**src/rlfdt_ram.sv**
```systemverilog
// Generic simple dual-port RAM with one write port and a registered read port.
`default_nettype none
module rlfdt_ram #(
   parameter int WIDTH = 8,
   parameter int DEPTH = 16,
   parameter int ADDR_BITS = (DEPTH > 1) ? $clog2(DEPTH) : 1
) (
   input  wire logic                 clock,
   input  wire logic                 wr_en,
   input  wire logic [ADDR_BITS-1:0] wr_addr,
   input  wire logic [WIDTH-1:0]     wr_data,
   input  wire logic [ADDR_BITS-1:0] rd_addr,
   output logic      [WIDTH-1:0]     rd_data
);
   logic [WIDTH-1:0] mem [DEPTH];
   logic [WIDTH-1:0] rd_data_ff;

   always_ff @(posedge clock) begin
      if (wr_en) begin
         mem[wr_addr] <= wr_data;
      end
      rd_data_ff <= mem[rd_addr];
   end

   assign rd_data = rd_data_ff;
endmodule
`default_nettype wire

```
**config.mk**
```make
export PLATFORM = sky130hd
export DESIGN_NAME = rlfdt_ram
export DESIGN_NICKNAME = d
export VERILOG_FILES = /design/src/rlfdt_ram.sv
export SDC_FILE = /design/constraint.sdc
export NUM_CORES = 1
export LEC_CHECK = 0
export BUFFER_PORTS_ARGS = -buffer_cell sky130_fd_sc_hd__buf_2
export CORE_MARGIN = 2
export CORE_UTILIZATION = 35
export CTS_BUF_LIST = sky130_fd_sc_hd__clkbuf_4 sky130_fd_sc_hd__clkbuf_8
export DETAILED_ROUTE_END_ITERATION = 10
export REMOVE_ABC_BUFFERS = 1
export SYNTH_ARGS = -nofsm -noshare
export SYNTH_HDL_FRONTEND = slang
export SYNTH_SLANG_ARGS = --single-unit
```
**constraint.sdc**
```tcl
create_clock -name clock -period 1.7 [get_ports clock]
set_input_delay 0.17 -clock clock [delete_from_list [all_inputs] [get_ports clock]]
set_output_delay 0.17 -clock clock [all_outputs]
set_load 0.02 [all_outputs]
```
**Word level (Yosys, flattened, before mapping)**

Memories as Yosys holds them, arrays and structs flattened. A register that Yosys moved wholly into a read port is not among the register bits.
Cells that the tools add are included.
Widths: inputs -> output; s select.

- Flip-flop bits (word level): 0
- Bits in writable memories: 128
- Bits of input ports: 18
- Output and inout port bits: 8
- Memories: 1

Memories:

| name | words | bits a word | rd ports | clocked after Yosys merged registers in | write ports | RTL line | source |
|---|---|---|---|---|---|---|---|
| mem | 16 | 8 | 1 | 1 | 1 | 15 | `logic [WIDTH-1:0] mem [DEPTH];` |

- Muxes and demuxes: 2

Operators with widths:

| kind | number |
|---|---|
| $mux 1 | 2 |

**Longest topological paths before layout**

Gate-level depths: netlist of run 1.

- Depth in word-level cells: 2
- Gate-level depth with buffers: 5

**Worst setup path before layout of run 1**

No wires, ideal clock.

- Path kind: input to register
- Start: in wr_addr[2]
- End: mem mem[0][0], enable pin
- Library setup time: 0.383 ns
- Arrival time: 1.280 ns
- Setup slack: 0.037 ns
- Stages: 2
- Cell sequence: or3b_2 -> nor3_1

RTL lines:

| element | RTL line | source |
|---|---|---|
| start, declared | 10 | `input wire logic [ADDR_BITS-1:0] wr_addr,` |
| end, declared | 15 |  |

No word-level cell before the write port.

==> results of run 1 <==
==> metrics by stage <==
stage          hold slack, ps  power (mW)  instance area, µm²  cells
2_1_floorplan             269        4.01                5060    219
6_report                  115        7.01                6060    481
3_3_place_gp              559        4.21                5610    449
4_1_cts                  92.6        7.08                6060    481
3_5_place_dp              570        4.22                5610    449
5_1_grt                  93.7        7.25                6060    481
==> layout by cell type, fill, tap and decap left out <==
| master | instances |
|---|---|
| sky130_fd_sc_hd__buf_2 | 25 |
| sky130_fd_sc_hd__mux4_1 | 14 |
| sky130_fd_sc_hd__clkbuf_8 | 17 |
| sky130_fd_sc_hd__clkinv_4 | 4 |
| sky130_fd_sc_hd__inv_6 | 2 |
| sky130_fd_sc_hd__nand3b_1 | 2 |
| sky130_fd_sc_hd__nand2b_1 | 2 |
| sky130_fd_sc_hd__nor3_1 | 4 |
| sky130_fd_sc_hd__nor2b_1 | 1 |
| sky130_fd_sc_hd__clkbuf_4 | 2 |
| sky130_fd_sc_hd__dfxtp_1 | 8 |
| sky130_fd_sc_hd__nand3_1 | 1 |
| sky130_fd_sc_hd__nand2_1 | 9 |
| sky130_fd_sc_hd__buf_4 | 18 |
| sky130_fd_sc_hd__mux4_2 | 18 |
| sky130_fd_sc_hd__and2b_1 | 1 |
| sky130_fd_sc_hd__nor2_1 | 13 |
| sky130_fd_sc_hd__a22oi_1 | 16 |
| sky130_fd_sc_hd__bufinv_16 | 4 |
| sky130_fd_sc_hd__buf_12 | 3 |
| sky130_fd_sc_hd__and2_1 | 1 |
| sky130_fd_sc_hd__edfxtp_1 | 128 |
| sky130_fd_sc_hd__clkinvlp_4 | 3 |
| sky130_fd_sc_hd__or3b_2 | 1 |
==> cell usage after synthesis (all sizes together) <==
master / number
nand3: 1
nor2: 13
and2: 1
nand3b: 2
nor2b: 1
clkdlybuf4s25: 3
nand2b: 2
and2b: 1
dfxtp: 8
mux4: 32
nor3: 4
or3b: 1
a22oi: 16
nand2: 9
buf: 7
edfxtp: 128
==> sequential cells by signal, indices dropped and copies added (netlist names) <==
register and flops:
rd_data 8, mem 128
==> power groups by stage <==
stage	Combinational (mW)	Clock, mW	Sequential [mW]
4_1_cts	0.379	2.93	3.77
3_3_place_gp	0.372	0	3.84
5_1_grt	0.405	3.07	3.77
2_1_floorplan	0.150	0	3.86
6_report	0.370	2.87	3.77
3_5_place_dp	0.377	0	3.84
==> cell type report <==
type | count | share of cell area
Multi-Input combinational cell | 83 | 0.175
Sequential cell | 136 | 0.661
Tap cell | 184 | 0.0380
Clock inverter | 13 | 0.0322
Clock buffer | 19 | 0.0411
Timing Repair Buffer | 46 | 0.0529
==> cell families after synthesis <==
family                 synth area share
buffers and inverters            0.0168
AOI/OAI and AO/OA                0.0233
and+or+nand+nor                  0.0318
muxes                             0.150
DFF                               0.778
==> worst paths after layout <==
path,endpoint
worst min register to register,rd_data[0]$_DFF_P_
worst max register to register,rd_data[3]$_DFF_P_
worst max-delay path,rd_data[3]$_DFF_P_
worst min-delay path,mem[13][4]$_DFFE_PP_
==> layer usage <==
layer,wire [µm],vias up,global-route usage,part of all wire
met4,36,0,0.0373,0.0037
met3,572,4,0.0458,0.059
li1,-,1080,-,-
met2,4650,76,0.202,0.48
met5,0,-,0,0
met1,4410,1248,0.180,0.46
==> impl_metrics.ini, run 1 <==
[critical_path]
critical_path_rt_ps = 2010
crit_path_max_fanout = 1
cp_cell_sequence = mux4_1 > a22oi_1 > nand2_1
critPathKind = flop to flop
path_buf_inv = 0
timing.critical_path.depth = 3
critical_path_cell_with_the_highest_stage_delay = sky130_fd_sc_hd__mux4_1
crit_family = multiplexers
worstSetupStartpointType = flop
critical_path_startpoint = mem[9][3]$_DFFE_PP_
cp_slowest_stage_delay_ps = 500
kind_of_end_point_of_the_critical_path = flop
crit_arrival_ps = 1650
reg2reg_slack_ps = 360
worstReg2RegStart = mem[9][3]$_DFFE_PP_
worstRegToRegCells = 3

[power]
p_clk_frac = 0.410
seq_power_share = 0.537
p_comb_frac = 0.053
vdd_drop_max_uv = 498
power.switching_fraction = 0.208
power_switching_mw = 1.46
internal-power_mw = 5.55
power-per-cell-area_mw_per_mm2 = 1160
static-leakage-power_nw = 2.03

[clock_network]
cts_max_path_buffers = 2
cts_tree = yes
htreeDepth = 4
cts_resized = 0
postCtsSetupRepairBufs = 0
cts_num_sinks = 136
cts_made_buffers = 17
clkSlewWorstSetupHoldPaths_ps = 80
cts-hold-fix-buffers = 0
ctsRootBufferMaster = sky130_fd_sc_hd__clkbuf_8
worstSkewPairLatency_ps = 430

[detailed_routing]
totalWireLength_um = 9670
detail-route-antenna-nets = 0
dr_total_vias = 2408
wire_per_inst_um = 20.1
routed_via_density = 5.01
firstDrtPassIters = 5
route.detailed.drc = 0
detail_route.iter0.violations = 193

[timing]
worst_slew_margin_rel = 0.732
worst_clock_skew_ps = 14.2
setup-tns-final_ps = 0
final.setup.worst_slack_ps = 365
final.min_clock_period_ps = 1340
final-setup-viol-count = 0
slew_viol_final = 0
timing_hold_violations_final = 0
unrepaired_setup_endpoints_after_global_routing = no
portion_of_the_clock_cycle_consumed_by_the_worst_path_in_the_final_layout = 0.785
timing_worst_slew_pin_value_ps = 401
fmaxAchievable_ghz = 0.749

[global_routing]
global_route_congestion_overflow_total = 0
grt_first_pass_wirelength_um = 14900
pin_count_of_the_biggest_net_entering_global_routing = 33
grt_util_all_layers = 0.132
vias_in_the_first_global_route = 2538
number_of_antenna_violations_at_the_first_check_in_global_routing = 0

[min_path]
hold_path.startpoint = wr_data[4]
min-delay-path-class = input port to flop
min_delay_path_depth = 1

[status]
outcome = finished clean

[placed_design]
place_congestion = 0.705
detailed_place_hpwl_um = 6270
place_worst_setup_slack_ps = 162
port_buffers = 25

[finish]
area.growth.synth_to_final_pct = 17.6
postLayoutCoreUtil = 0.420
antenna_cells = 0
ff_latch_area_mm2 = 0.00400
post_route_cells_drive_above_1_share = 0.327
layout.nets = 302
num-fill-cells = 1268
multi_input_comb_area_mm2 = 0.00106

[synth]
syn_avg_cell_area_um2 = 22.5
sequential_share_of_the_synthesized_area = 0.778
synth_largest_type_area_fraction = 0.747
netlist-cell-type-count = 19
synthesis.area_mm2 = 0.00515
synth_largest_area_cell = sky130_fd_sc_hd__edfxtp_1
synth-seq-cells = 136
netlist_top_cells_area = sky130_fd_sc_hd__edfxtp_1 (75%), sky130_fd_sc_hd__mux4_2 (7.9%), sky130_fd_sc_hd__mux4_1 (7.1%)
synth_instances = 229
synth.yosys.warnings = 0

[floorplan]
fp.coreArea_mm2 = 0.0144
chipWidth_um = 125
placementRows = 44
design.portCount = 26
die_h_um = 125
die_area_mm2 = 0.0157
initial_utilization = 0.357

[run]
timing.max_cap.violations = 0
Power figures use the tool's default switching activity.
==> run 2: changes to the inputs <==
clock period = 1.3 ns   (was 1.7 ns; I/O delays follow)
==> run 2 against run 1 <==
  * Sequential cell count unchanged
  * Via count up 1.4%
  * Utilization up 0.17 points
  * Cell count up 1.5%
  * Die area unchanged
  * Combinational power up 44%
  * Routed wire length up 5.3%
  * Sequential share of layout area down 0.27 points
  * Design area up 0.41%
  * Count of clock-buffer cells in the layout unchanged
  * Critical endpoint is now rd_data[7]$_DFF_P_
  * Largest cell class unchanged
  * Largest power group unchanged
==> impl_metrics.ini, run 2 (synthesis gave the netlist of run 1 again) <==
[status]
outcome = finished clean

[finish]
largest_reg_flops = 128
num-fill-cells = 1270
fin_area_mm2 = 0.00608
post_route_cells_drive_above_1_share = 0.414
layout.nets = 309
antenna_cells = 0
final_cell_mix = sky130_fd_sc_hd__edfxtp_1 (128), sky130_fd_sc_hd__mux4_2 (30), sky130_fd_sc_hd__buf_4 (26), sky130_fd_sc_hd__buf_2 (25), sky130_fd_sc_hd__clkbuf_8 (18)
layout.cells.most_common = sky130_fd_sc_hd__edfxtp_1
max_flop_register = mem
area.growth.synth_to_final_pct = 18.1

[floorplan]
die_h_um = 125
design.portCount = 26
initial_utilization = 0.357
placementRows = 44
fp.coreArea_mm2 = 0.0144
die_area_mm2 = 0.0157
chipWidth_um = 125

[timing]
final.setup.worst_slack_ps = 19.5
slew_viol_final = 0
setup-tns-final_ps = 0
final-setup-viol-count = 0
timing_hold_violations_final = 0
worst_slew_margin_rel = 0.369
portion_of_the_clock_cycle_consumed_by_the_worst_path_in_the_final_layout = 0.985
timing_worst_slew_pin_value_ps = 945
fmaxAchievable_ghz = 0.781
worst_clock_skew_ps = 9.28
unrepaired_setup_endpoints_after_global_routing = yes
final.min_clock_period_ps = 1280

[placed_design]
place_congestion = 0.714
port_buffers = 25
detailed_place_hpwl_um = 6710
cell_area_after_placement_mm2 = 0.00565
place_worst_setup_slack_ps = -342

[global_routing]
grt_util_met1 = 0.186
use_met3 = 0.0415
pin_count_of_the_biggest_net_entering_global_routing = 17
vias_in_the_first_global_route = 2586
groute.layer.met2.usage = 0.214
global_route_congestion_overflow_total = 0
grt_first_pass_wirelength_um = 15500
grt_util_all_layers = 0.138
grt-busiest-layer = met2
number_of_antenna_violations_at_the_first_check_in_global_routing = 1

[critical_path]
critical_path_rt_ps = 1620
crit_family = multiplexers
worstRegToRegCells = 3
cp_cell_sequence = mux4_2 > a22oi_2 > nand2_1
crit_arrival_ps = 1600
reg2reg_slack_ps = 20
critPathKind = flop to flop
worstSetupStartpointType = flop
worstReg2RegStart = mem[9][7]$_DFFE_PP_
kind_of_end_point_of_the_critical_path = flop
cp_slowest_stage_delay_ps = 500
critical_path_cell_with_the_highest_stage_delay = sky130_fd_sc_hd__mux4_2
path_buf_inv = 0
crit_path_max_fanout = 1
worstReg2RegEnd = rd_data[7]$_DFF_P_

[power]
static-leakage-power_nw = 2.00
vdd_drop_max_uv = 648
power-per-cell-area_mw_per_mm2 = 1490
p_total_mw = 9.07

[min_path]
min-delay-path-class = input port to flop
hold_path.startpoint = wr_data[3]
min_to = mem[12][3]$_DFFE_PP_
min_delay_path_depth = 1

[detailed_routing]
routed_via_density = 5.00
route.detailed.drc = 0
firstDrtPassIters = 4
detail-route-antenna-nets = 0
totalWireLength_um = 10200
detail_route.iter0.violations = 241
dr_total_vias = 2441
wire_per_inst_um = 20.9

[run]
timing.max_cap.violations = 0

[clock_network]
cts_made_buffers = 17
ctsRootBufferMaster = sky130_fd_sc_hd__clkbuf_8
cts-hold-fix-buffers = 0
cts_max_path_buffers = 2
worstSkewPairLatency_ps = 430
clkSlewWorstSetupHoldPaths_ps = 80
cts_tree = yes
postCtsSetupRepairBufs = 0
htreeDepth = 4
cts_num_sinks = 136
run 2: worst max-delay path by stage:
stage | start | to | cells past startpoint
final | mem[9][7]$_DFFE_PP_ | rd_data[7]$_DFF_P_ | 3
after global routing | mem[9][7]$_DFFE_PP_ | rd_data[7]$_DFF_P_ | 3
after CTS | mem[9][7]$_DFFE_PP_ | rd_data[7]$_DFF_P_ | 3
after detailed placement | rd_addr[0] | rd_data[7]$_DFF_P_ | 6
after global placement | rd_addr[0] | rd_data[2]$_DFF_P_ | 5
after floorplan | wr_addr[2] | mem[0][0]$_DFFE_PP_ | 2
run 2: power breakdown:
group	switching, mW	internal [mW]	total, mW
Clock	1.62	1.99	3.61
Sequential	0.0345	4.90	4.93
Combinational	0.305	0.228	0.534
Total	1.96	7.11	9.07
run 2: area by class of cell:
cell class | count | area (µm²) | area share
clock buffers | 19 | 255 | 0.0420
clock inverters | 13 | 169 | 0.0278
flip-flops and latches | 136 | 4000 | 0.658
repair buffers | 53 | 360 | 0.0593
multi-input cells | 83 | 1060 | 0.175
well taps | 184 | 230 | 0.0379
run 2: per-stage QoR:
step / cells / utilization / hold WS (ps)
after global routing: 488 / 0.422 / 61.5
after floorplan: 219 / - / 229
after global placement: 456 / 0.392 / 517
final: 488 / 0.422 / 71.8
after detailed placement: 456 / 0.392 / 524
after CTS: 488 / 0.422 / 49.4
run 2: worst register-to-register path: stages (launching register included):
cell and delay [ps]:
sky130_fd_sc_hd__edfxtp_1 380, sky130_fd_sc_hd__mux4_2 500, sky130_fd_sc_hd__a22oi_2 210, sky130_fd_sc_hd__nand2_1 90
run 2: what timing repair did:
action	in CTS	in global routing
gates resized for setup	10	12
pin swaps	5	1
endpoints found under the setup margin	6	7
run 2: metal layers:
layer / up-vias / share of wire
li1: 1085 / -
met1: 1280 / 0.46
met2: 63 / 0.48
met3: 13 / 0.044
met4: 0 / 0.014
met5: - / 0
